$ cat src/hw/rtl/mpct_pkg.sv
// shared types and constants for the mouse packet cursor tracker
package mpct_pkg;

    // configuration register layout
    localparam int LIMIT_W    = 13;
    localparam int CFG_ADDR_W = 1;

    localparam logic [CFG_ADDR_W-1:0] REG_SCREEN_WIDTH  = 1'd0;
    localparam logic [CFG_ADDR_W-1:0] REG_SCREEN_HEIGHT = 1'd1;

    localparam logic [LIMIT_W-1:0] WIDTH_RESET  = 13'd800;
    localparam logic [LIMIT_W-1:0] HEIGHT_RESET = 13'd600;

    // cursor position after reset
    localparam logic [15:0] POS_X_RESET = 16'd5;
    localparam logic [15:0] POS_Y_RESET = 16'd2;

    // byte position within a packet
    localparam int PHASE_W = 2;
    localparam logic [PHASE_W-1:0] PHASE_STATUS = 2'd0;
    localparam logic [PHASE_W-1:0] PHASE_DX     = 2'd1;
    localparam logic [PHASE_W-1:0] PHASE_DY     = 2'd2;

    // status byte bit positions
    localparam int BIT_LEFT   = 0;
    localparam int BIT_RIGHT  = 1;
    localparam int BIT_MIDDLE = 2;
    localparam int BIT_X_OVF  = 6;
    localparam int BIT_Y_OVF  = 7;

    // screen limits as held by the configuration block
    typedef struct packed {
        logic [LIMIT_W-1:0] width;
        logic [LIMIT_W-1:0] height;
    } limits_t;

    // status flags carried to the result register
    typedef struct packed {
        logic y_ovf;
        logic x_ovf;
        logic middle;
        logic right;
        logic left;
    } flags_t;

endpackage

$ cat src/hw/rtl/mouse_packet_cursor_tracker.sv
// top level: pointing-device packet decoder with clamped cursor tracking
// path: an accepted word passes through the input register, then the result register;
// throughput is one word per cycle while the result side keeps taking words
// the input register, when empty, takes a new word while a result waits to be taken
// reset: phase expects a status byte, status and x delta clear, cursor at (5, 2),
// screen limits 800 by 600
module mouse_packet_cursor_tracker #(
    parameter int COORD_WIDTH = 12
) (
    input  logic                            clk,
    input  logic                            rst_n,
    input  logic                            cfg_wr_en,
    input  logic [mpct_pkg::CFG_ADDR_W-1:0] cfg_addr,
    input  logic [mpct_pkg::LIMIT_W-1:0]    cfg_wdata,
    input  logic                            s_axis_tvalid,
    output logic                            s_axis_tready,
    // packet_byte[7:0]
    input  logic [7:0]                      s_axis_tdata,
    output logic                            m_axis_tvalid,
    input  logic                            m_axis_tready,
    // cursor_x, cursor_y, left_pressed, right_pressed, middle_pressed,
    // x_overflowed, y_overflowed, zero fill
    output logic [((2*COORD_WIDTH+12)/8)*8-1:0] m_axis_tdata,
    // packet_done
    output logic                            m_axis_tlast
);
    import mpct_pkg::*;

    localparam int FIELD_W = 2 * COORD_WIDTH + 5;
    localparam int OUT_W   = ((2 * COORD_WIDTH + 12) / 8) * 8;
    localparam int PAD_W   = OUT_W - FIELD_W;

    limits_t limits;

    // input register
    logic       in_valid_reg;
    logic [7:0] in_byte_reg;
    logic       advance;

    // packet state
    logic [PHASE_W-1:0]     phase_reg,  phase_next;
    logic [7:0]             status_reg, status_next;
    logic [7:0]             dx_reg,     dx_next;
    logic [COORD_WIDTH-1:0] pos_x_reg,  pos_x_next;
    logic [COORD_WIDTH-1:0] pos_y_reg,  pos_y_next;
    logic                   done_next;

    logic [COORD_WIDTH-1:0] pos_x_moved;
    logic [COORD_WIDTH-1:0] pos_y_moved;
    logic signed [8:0]      delta_x;
    logic signed [8:0]      delta_y;

    // result register
    logic                   out_valid_reg;
    logic [COORD_WIDTH-1:0] out_x_reg;
    logic [COORD_WIDTH-1:0] out_y_reg;
    flags_t                 out_flags_reg;
    flags_t                 flags_next;
    logic                   out_done_reg;

    mpct_cfg u_cfg (
        .clk       (clk),
        .rst_n     (rst_n),
        .cfg_wr_en (cfg_wr_en),
        .cfg_addr  (cfg_addr),
        .cfg_wdata (cfg_wdata),
        .limits    (limits)
    );

    // handshake: the input register moves on whenever the result slot frees
    assign advance       = in_valid_reg && (!out_valid_reg || m_axis_tready);
    assign s_axis_tready = !in_valid_reg || advance;

    always_ff @(posedge clk or negedge rst_n)
    begin
        if (!rst_n)
        begin
            in_valid_reg <= 1'b0;
        end
        else if (s_axis_tready)
        begin
            in_valid_reg <= s_axis_tvalid;
        end
    end

    always_ff @(posedge clk)
    begin
        if (s_axis_tready && s_axis_tvalid)
        begin
            in_byte_reg <= s_axis_tdata;
        end
    end

    // deltas: x adds, y subtracts
    assign delta_x = $signed({dx_reg[7], dx_reg});
    assign delta_y = -$signed({in_byte_reg[7], in_byte_reg});

    mpct_axis #(.COORD_WIDTH(COORD_WIDTH)) u_axis_x (
        .pos     (pos_x_reg),
        .delta   (delta_x),
        .limit   (limits.width),
        .pos_new (pos_x_moved)
    );

    mpct_axis #(.COORD_WIDTH(COORD_WIDTH)) u_axis_y (
        .pos     (pos_y_reg),
        .delta   (delta_y),
        .limit   (limits.height),
        .pos_new (pos_y_moved)
    );

    // packet byte sequencing
    always_comb
    begin
        phase_next  = phase_reg;
        status_next = status_reg;
        dx_next     = dx_reg;
        pos_x_next  = pos_x_reg;
        pos_y_next  = pos_y_reg;
        done_next   = 1'b0;
        case (phase_reg)
            PHASE_DX:
            begin
                dx_next    = in_byte_reg;
                phase_next = PHASE_DY;
            end
            PHASE_DY:
            begin
                pos_x_next = pos_x_moved;
                pos_y_next = pos_y_moved;
                phase_next = PHASE_STATUS;
                done_next  = 1'b1;
            end
            default:
            begin
                status_next = in_byte_reg;
                phase_next  = PHASE_DX;
            end
        endcase
    end

    always_comb
    begin
        flags_next.left   = status_next[BIT_LEFT];
        flags_next.right  = status_next[BIT_RIGHT];
        flags_next.middle = status_next[BIT_MIDDLE];
        flags_next.x_ovf  = status_next[BIT_X_OVF];
        flags_next.y_ovf  = status_next[BIT_Y_OVF];
    end

    // state update on each word that moves into the result slot
    always_ff @(posedge clk or negedge rst_n)
    begin
        if (!rst_n)
        begin
            phase_reg  <= PHASE_STATUS;
            status_reg <= '0;
            dx_reg     <= '0;
            pos_x_reg  <= POS_X_RESET[COORD_WIDTH-1:0];
            pos_y_reg  <= POS_Y_RESET[COORD_WIDTH-1:0];
        end
        else if (advance)
        begin
            phase_reg  <= phase_next;
            status_reg <= status_next;
            dx_reg     <= dx_next;
            pos_x_reg  <= pos_x_next;
            pos_y_reg  <= pos_y_next;
        end
    end

    // result register
    always_ff @(posedge clk or negedge rst_n)
    begin
        if (!rst_n)
        begin
            out_valid_reg <= 1'b0;
        end
        else if (advance)
        begin
            out_valid_reg <= 1'b1;
        end
        else if (m_axis_tready)
        begin
            out_valid_reg <= 1'b0;
        end
    end

    always_ff @(posedge clk)
    begin
        if (advance)
        begin
            out_x_reg     <= pos_x_next;
            out_y_reg     <= pos_y_next;
            out_flags_reg <= flags_next;
            out_done_reg  <= done_next;
        end
    end

    // output word packing, first field in the lowest bits
    assign m_axis_tvalid = out_valid_reg;
    assign m_axis_tlast  = out_done_reg;
    assign m_axis_tdata  = {{PAD_W{1'b0}},
                            out_flags_reg.y_ovf,
                            out_flags_reg.x_ovf,
                            out_flags_reg.middle,
                            out_flags_reg.right,
                            out_flags_reg.left,
                            out_y_reg,
                            out_x_reg};

endmodule

$ cat src/hw/rtl/mpct_cfg.sv
// configuration registers holding the screen limits
module mpct_cfg (
    input  logic                            clk,
    input  logic                            rst_n,
    input  logic                            cfg_wr_en,
    input  logic [mpct_pkg::CFG_ADDR_W-1:0] cfg_addr,
    input  logic [mpct_pkg::LIMIT_W-1:0]    cfg_wdata,
    output mpct_pkg::limits_t               limits
);
    import mpct_pkg::*;

    limits_t limits_reg;
    limits_t limits_next;

    // register write decode
    always_comb
    begin
        limits_next = limits_reg;
        if (cfg_wr_en)
        begin
            case (cfg_addr)
                REG_SCREEN_WIDTH:  limits_next.width  = cfg_wdata;
                REG_SCREEN_HEIGHT: limits_next.height = cfg_wdata;
                default:           limits_next = limits_reg;
            endcase
        end
    end

    always_ff @(posedge clk or negedge rst_n)
    begin
        if (!rst_n)
        begin
            limits_reg.width  <= WIDTH_RESET;
            limits_reg.height <= HEIGHT_RESET;
        end
        else
        begin
            limits_reg <= limits_next;
        end
    end

    assign limits = limits_reg;

endmodule

$ cat src/hw/rtl/mpct_axis.sv
// one cursor axis: add a signed delta and clamp to 0..limit-1, with the limit held to 1..full span
module mpct_axis #(
    parameter int COORD_WIDTH = 12
) (
    input  logic [COORD_WIDTH-1:0]       pos,
    input  logic signed [8:0]            delta,
    input  logic [mpct_pkg::LIMIT_W-1:0] limit,
    output logic [COORD_WIDTH-1:0]       pos_new
);
    import mpct_pkg::*;

    localparam int LW = (COORD_WIDTH + 1 > LIMIT_W) ? COORD_WIDTH + 1 : LIMIT_W;
    localparam int SW = COORD_WIDTH + 2;
    localparam logic [LW-1:0] SPAN = LW'(1) << COORD_WIDTH;

    logic [LW-1:0]          limit_ext;
    logic [LW-1:0]          limit_m1;
    logic [COORD_WIDTH-1:0] top;
    logic signed [SW-1:0]   sum;
    logic signed [SW-1:0]   top_ext;

    // effective upper bound: zero acts as one, oversize acts as full span
    always_comb
    begin
        limit_ext = LW'(limit);
        limit_m1  = limit_ext - LW'(1);
        if (limit_ext == '0)
            top = '0;
        else if (limit_ext > SPAN)
            top = '1;
        else
            top = limit_m1[COORD_WIDTH-1:0];
    end

    // add and clamp
    always_comb
    begin
        sum     = $signed({2'b00, pos}) + SW'(delta);
        top_ext = $signed({2'b00, top});
        if (sum < 0)
            pos_new = '0;
        else if (sum > top_ext)
            pos_new = top;
        else
            pos_new = sum[COORD_WIDTH-1:0];
    end

endmodule

$ cat config.mk
export PLATFORM = sky130hd
export DESIGN_NAME = mouse_packet_cursor_tracker
export DESIGN_NICKNAME = d
export VERILOG_FILES = /design/src/hw/rtl/mpct_pkg.sv /design/src/hw/rtl/mouse_packet_cursor_tracker.sv /design/src/hw/rtl/mpct_cfg.sv /design/src/hw/rtl/mpct_axis.sv
export SDC_FILE = /design/constraint.sdc
export NUM_CORES = 1
export LEC_CHECK = 0
export BUFFER_PORTS_ARGS = -buffer_cell sky130_fd_sc_hd__buf_2
export CAP_MARGIN = 0
export CORE_ASPECT_RATIO = 2
export CORE_MARGIN = 2
export CORE_UTILIZATION = 63
export CTS_CLUSTER_DIAMETER = 80
export CTS_CLUSTER_SIZE = 14
export DETAILED_ROUTE_END_ITERATION = 10
export PLACE_DENSITY = 0.84
export SYNTH_ARGS = -nofsm -noshare
export SYNTH_HDL_FRONTEND = slang
export SYNTH_SLANG_ARGS = --single-unit
$ cat constraint.sdc
create_clock -name clk -period 10 [get_ports clk]
set_clock_uncertainty 0.15 [all_clocks]
set_input_delay 0 -clock clk [delete_from_list [all_inputs] [get_ports clk]]
set_output_delay 0 -clock clk [all_outputs]
set_load 0.01 [all_outputs]
Yosys cells after proc, flatten, opt, wreduce, memory -nomap -nowiden. Index checks and enable logic that the tools add are counted.

Add/subtract/negate cells: 5. Order comparisons: 6. Eq/ne operators: 2. Muxes and demuxes: 15. Bitwise operators: 2. Reductions and logical operators: 14.

Operators by type and width (count): $mux W12 (10); $gt A14 B13 Y1 (2); $lt A14 B1 Y1 const B (2); $gt A13 B13 Y1 const B (2); $logic_not A13 Y1 (2); $sub A12 B1 Y12 const B (2); $add A13 B8 Y14 (1); $add A13 B9 Y14 (1); $neg A8 Y9 (1); $mux W8 (1); $reduce_and A2 Y1 (4); $pmux W2 S2 (1); $mux W1 (3); $eq A2 B1 Y1 const B (1); $eq A2 B2 Y1 const B (1); $logic_and A1 B1 Y1 (2); $logic_not A1 Y1 (2); $logic_or A1 B1 Y1 (2); $not A1 Y1 (2); $reduce_bool A2 Y1 (1); $reduce_or A2 Y1 (1).

Flip-flop bits (word level): 108. Word-level logic and storage cells: 63.

Logic depth before layout (Yosys ltp).
Word-level depth: 7. Depth in mapped cells: 19.

By module. From an unflattened synthesis, not the netlist that was laid out.

Cell total of the unflattened synthesis: 637. Area total of the unflattened synthesis: 7173.1 sq um.

Modules (own cells, without submodules): mouse_packet_cursor_tracker (instances 1, cells an instance 191, area an instance 3360.7 sq um, seq. area each 2170.8 sq um); mpct_axis (instances 2, cells an instance 195, area an instance 1390.1 sq um, seq. area each 0.0 sq um); mpct_cfg (instances 1, cells an instance 56, area an instance 1032.2 sq um, seq. area each 659.4 sq um).

Worst setup path before layout. No wires, ideal clock.

Path kind: flip-flop to flip-flop. From: register in_byte_reg[7]. To: register out_y_reg[10], data pin. Library setup time: 0.271 ns. Data arrival time: 4.015 ns. Path slack: 5.564 ns. Stages on the path, launching flop included: 19. Path buffers: 2. Path through: edfxtp_1 > inv_1 > clkbuf_1 > ha_1 > a21oi_1 > nor2b_1 > a211oi_1 > o21bai_1 > xnor2_1 > ha_1 > nand2_1 > nor4_1 > nor4_1 > a211oi_2 > nand2b_1 > buf_2 > mux2_2 > a22oi_1 > a21oi_1.

Cells in the longest elaborated chain, start to end: 6.

Ends and longest elaborated chain: from (decl) (line mouse_packet_cursor_tracker.sv:37) `logic [7:0] in_byte_reg;`; from (signal assigned) (line mouse_packet_cursor_tracker.sv:90) `in_byte_reg <= s_axis_tdata;`; $neg A8 Y9 (*) (line mouse_packet_cursor_tracker.sv:96) `assign delta_y = -$signed({in_byte_reg[7], in_byte_reg});`; $add A13 B9 Y14 (*) (line mpct_axis.sv:38) `sum = $signed({2'b00, pos}) + SW'(delta);`; $gt A14 B13 Y1 (line mpct_axis.sv:42) `else if (sum > top_ext)`; $mux W12 (line mpct_axis.sv:42); $mux W12 (*) (line mpct_axis.sv:40) `if (sum < 0)`; $mux W12 (*) (line mouse_packet_cursor_tracker.sv:121) `case (phase_reg)`; via pos_y_next[10] (line mouse_packet_cursor_tracker.sv:45) `logic [COORD_WIDTH-1:0] pos_y_reg, pos_y_next;`; to (signal assigned) (line mouse_packet_cursor_tracker.sv:194) `out_y_reg <= pos_y_next;`; to (decl) (line mouse_packet_cursor_tracker.sv:56) `logic [COORD_WIDTH-1:0] out_y_reg;`.

Mark *: on every way through the listed nets, which the timed path passes. The rest lies on a longest branch. A chain may end at the register's enable or synchronous reset.

Worst setup path after layout.
From: register u_cfg.limits_reg (netlist bit u_cfg.limits[15]). To: register out_x_reg[11], data pin.

Cells in the longest elaborated chain, start to end: 7.

Ends and longest elaborated chain: from (decl) (line mpct_cfg.sv:12) `limits_t limits_reg;`; from (signal assigned) (line mpct_cfg.sv:38) `limits_reg <= limits_next;`; $sub A12 B1 Y12 or $gt A13 B13 Y1 (tied branches) (line mpct_axis.sv:26, mpct_axis.sv:29); $mux W12 (line mpct_axis.sv:29) `else if (limit_ext > SPAN)`; $mux W12 (*) (line mpct_axis.sv:27) `if (limit_ext == '0)`; $gt A14 B13 Y1 (line mpct_axis.sv:42); $mux W12 (*) (line mpct_axis.sv:42); $mux W12 (*) (line mpct_axis.sv:40); $mux W12 (*) (line mouse_packet_cursor_tracker.sv:121); via pos_x_next[11] (line mouse_packet_cursor_tracker.sv:44) `logic [COORD_WIDTH-1:0] pos_x_reg, pos_x_next;`; to (signal assigned) (line mouse_packet_cursor_tracker.sv:193) `out_x_reg <= pos_x_next;`; to (decl) (line mouse_packet_cursor_tracker.sv:55) `logic [COORD_WIDTH-1:0] out_x_reg;`.

Marked as above.

==> results.md <==
- Max reg flops: 26
- DRT Pass-1 Iters: 5
- Final min period: between 5000 and 6000 ps
- Crit-path slowest cell: o21bai_1
- Core Region: around 11000 µm²
- Fin crit share: ~55%
- Sequential share of power: ~26%
- Post-route ant nets: 0
- Area of the die: between 10000 and 15000 µm²
- Critical path required time: 9980 ps
- Final setup fails: 0
- R2r setup slk: 4480 ps
- Clk network pwr share: about an eighth
- CP Launch Type: register
- Worst-margin pin slew: between 1000 and 1500 ps
- # rows: 55
- Post-Syn Instances: ~770
- IO buf count: 58
- Fraction of registers with async set/reset: between 60 and 70%
- Max-slew violations: 0
- Clk buf depth: 2
- Hpwl dp: between 15000 and 20000 µm
- Post-CTS setup buffers: 0
- DR vias: 6526
- CTS Sinks: roughly 110
- RSZ-0062 raised after global routing: false
- Clock Latency Late Sink: 350 ps
- CP Data Arrival Time: about 5500 ps
- CTS tree: done
- Comb power frac: about three fifths
- Sw Pwr: 1.39 mW
- Final hold violation count: 0
- Top cell type's share of synthesized area: roughly a fifth
- Share of cells above drive strength 1: between 10% and 20%
- Initial Util: between 60% and 70%
- Largest net degree at the start of global routing: ~70
- Post-Synth Adder-Cell Area: 10.2%
- Largest family of logic cells by synthesized area: compound AO/OA/AOI/OAI gates
- Yosys cell types: 74
- Post-synthesis sequential area ratio: 38.9%
- Slew headroom: 19.4%
- Yosys Warn Count: 0
- Synth Area in XOR/XNOR: between 3 and 4%
- Post-layout util: ~72%
- Vias in the first global route: around 6500
- Synth area leader: dfrtp_1
- GRT Total Usage: 35.2%
- Clock-pin slew on the worst setup and hold paths: ~80 ps
- Synth Area in Simple Gates: 15.3%
- Kind of end point of the critical path: register
- Max-cap violations: 0
- Synthesized area per cell: 9.50 µm²
- CP peak stage delay: roughly 1000 ps
- Antenna cells: 0
- Setup Crit Path Kind: register to register
- Fraction of synthesized area in multiplexers: 6.16%
- H-tree depth: 3
- DIE HEIGHT: 156 µm
- Final nets: 915
- Initial DRC Count: a little over 500
- Inserted Clock Buffers: 9
- Drt drc: 0
- Leak: 3.43 nW
- Synth Area in Compound Gates: around a fifth
- CTS root buf: clkbuf_16
- Total gr overflow: 0
- Synth area leaders: dfrtp_1 (20%), edfxtp_1 (16%), ha_1 (9.6%)
- Die Width: roughly 80 µm
- Setup TNS Final: 0 ps
- Wire per inst: roughly 22 µm
- Post-synth EDFFs: 38
- Global-route wire length before repair: 33100 µm
- P&R area growth vs syn: 12.1%
- I/O pin count: 62
- Sw Ratio: about half
- Peak VDD IR: roughly 0.00024 V
- Top achievable clock speed: approximately 180 MHz
- Pwr dens: about 350 nW/µm²
- Post-Route WL: around 22000 µm
- Post-Syn Area: 7270 µm²
- Yosys reg bits: between 100 and 150
- CP cell instances: or4_4 > or3_1 > or3_4 > o21ai_4 > o21a_2 > ha_1 > a21o_1 > a21oi_1 > nor2b_1 > o31ai_1 > a32oi_1 > o21bai_1 > a21boi_0 > o32ai_1
- Antenna violations before repair: 0
- Via density: 6.68
- Post-synth top flop: dfrtp_1
- Total internal power: ~1.5 mW
- GP Congestion: 0.938
- Worst-path fanout max: 13
- Hold Path Class: input pin to register
- Status: finished, final reports clean
-- power by group through the flow --
stage          Sequential, mW  Clock, mW  Combinational [mW]
2_1_floorplan           0.721          0                1.26
6_report                0.733      0.363                1.78
5_1_grt                 0.745      0.380                1.94
3_3_place_gp            0.729          0                1.64
3_5_place_dp            0.737          0                1.72
4_1_cts                 0.729      0.363                1.74
-- final cells by class --
type                    instances  area [µm²]
inverters                      51         191
fillers                       818        3130
well taps                     142         178
multi-input cells             576        4090
flip-flops and latches        105        2830
clock inverters                 5        62.6
clock buffers                  11         233
repair buffers                 87         571
-- worst paths after layout --
check                                 startpoint                to  depth (start not counted)
min in group asynchronous                  rst_n  u_cfg.limits[24]                          3
worst min register to register     status_reg[7]     status_reg[7]                          1
max in group asynchronous                  rst_n     status_reg[1]                          3
worst max register to register  u_cfg.limits[15]     out_x_reg[11]                         14
worst min-delay path                    cfg_addr  u_cfg.limits[13]                          3
worst max-delay path            u_cfg.limits[15]     out_x_reg[11]                         14
-- cells in the mapped netlist (all sizes together) (6+ instances only) --
cell type,n
edfxtp,38
o21a,19
nand2b,7
a21o,6
clkbuf,23
o21ai,51
dfstp,10
nand3,17
or3,7
nor2,55
dfrtp,57
nor2b,9
a21oi,43
inv,51
ha,56
nor3,39
o32ai,20
nor4,8
nand2,58
a31oi,6
xor2,10
a21boi,11
xnor2,21
a211oi,9
buf,13
nand4,6
o211ai,6
mux2,38
-- logic make-up (layout without fill, tap and decap cells) --
logic type	Yosys count	after routing
simple gates	228	228
compound gates	216	216
flops	105	105
buf+inv	87	154
fa+ha+maj	58	58
mux	40	40
xor+xnor	31	31
other cells	1	3
-- layer usage --
metal | global-route usage (%) | vias to the layer above | share of wire, %
li1 | - | 2955 | -
met1 | 36.0 | 3112 | 34
met2 | 63.8 | 335 | 54
met3 | 4.98 | 124 | 4.8
met4 | 23.7 | 0 | 7.5
met5 | 0 | - | 0
-- layout by cell type, fill, tap and decap left out, types with 7 or more instances in the layout --
| cell type | instances |
|---|---|
| nand2_1 | 58 |
| buf_2 | 58 |
| dfrtp_1 | 57 |
| ha_1 | 56 |
| nor2_1 | 55 |
| inv_1 | 51 |
| a21oi_1 | 43 |
| o21ai_0 | 41 |
| mux2_2 | 38 |
| nor3_1 | 38 |
| edfxtp_1 | 38 |
| dlygate4sd3_1 | 25 |
| xnor2_1 | 21 |
| o32ai_1 | 20 |
| nand3_1 | 17 |
| o21a_1 | 16 |
| xor2_1 | 10 |
| dfstp_2 | 10 |
| o21ai_1 | 9 |
| nor2b_1 | 9 |
| clkbuf_16 | 9 |
| nor4_1 | 8 |
| nand2b_1 | 7 |
| a211oi_1 | 7 |
-- worst max-delay path, delay by kind of cell (launching register included) --
family                   cells  cell delay (ps)
AO/OA/AOI/OAI                9             2870
AND/OR/NAND/NOR              4             1600
flip-flops                   1              430
adder cells (fa/ha/maj)      1              250
-- metrics by stage --
| step | setup slack [ps] | cells | cell area (µm²) | hold slack [ps] | power (mW) |
|---|---|---|---|---|---|
| 2_1_floorplan | 5560 | 768 | 7280 | -446 | 1.98 |
| 3_3_place_gp | 4700 | 936 | 7610 | 26.4 | 2.37 |
| 3_5_place_dp | 4600 | 936 | 7610 | 28.6 | 2.45 |
| 4_1_cts | 4570 | 977 | 8160 | 51.4 | 2.83 |
| 5_1_grt | 4030 | 977 | 8160 | 146 | 3.06 |
| 6_report | 4480 | 977 | 8160 | 92.5 | 2.88 |
-- timing repair --
item / 4_1_cts / 5_1_grt
hold endpoints to repair: 93 / 0
gates resized for setup: 0 / 0
hold buffers: 25 / 0
No activity file was read; power rests on OpenSTA's default activity.
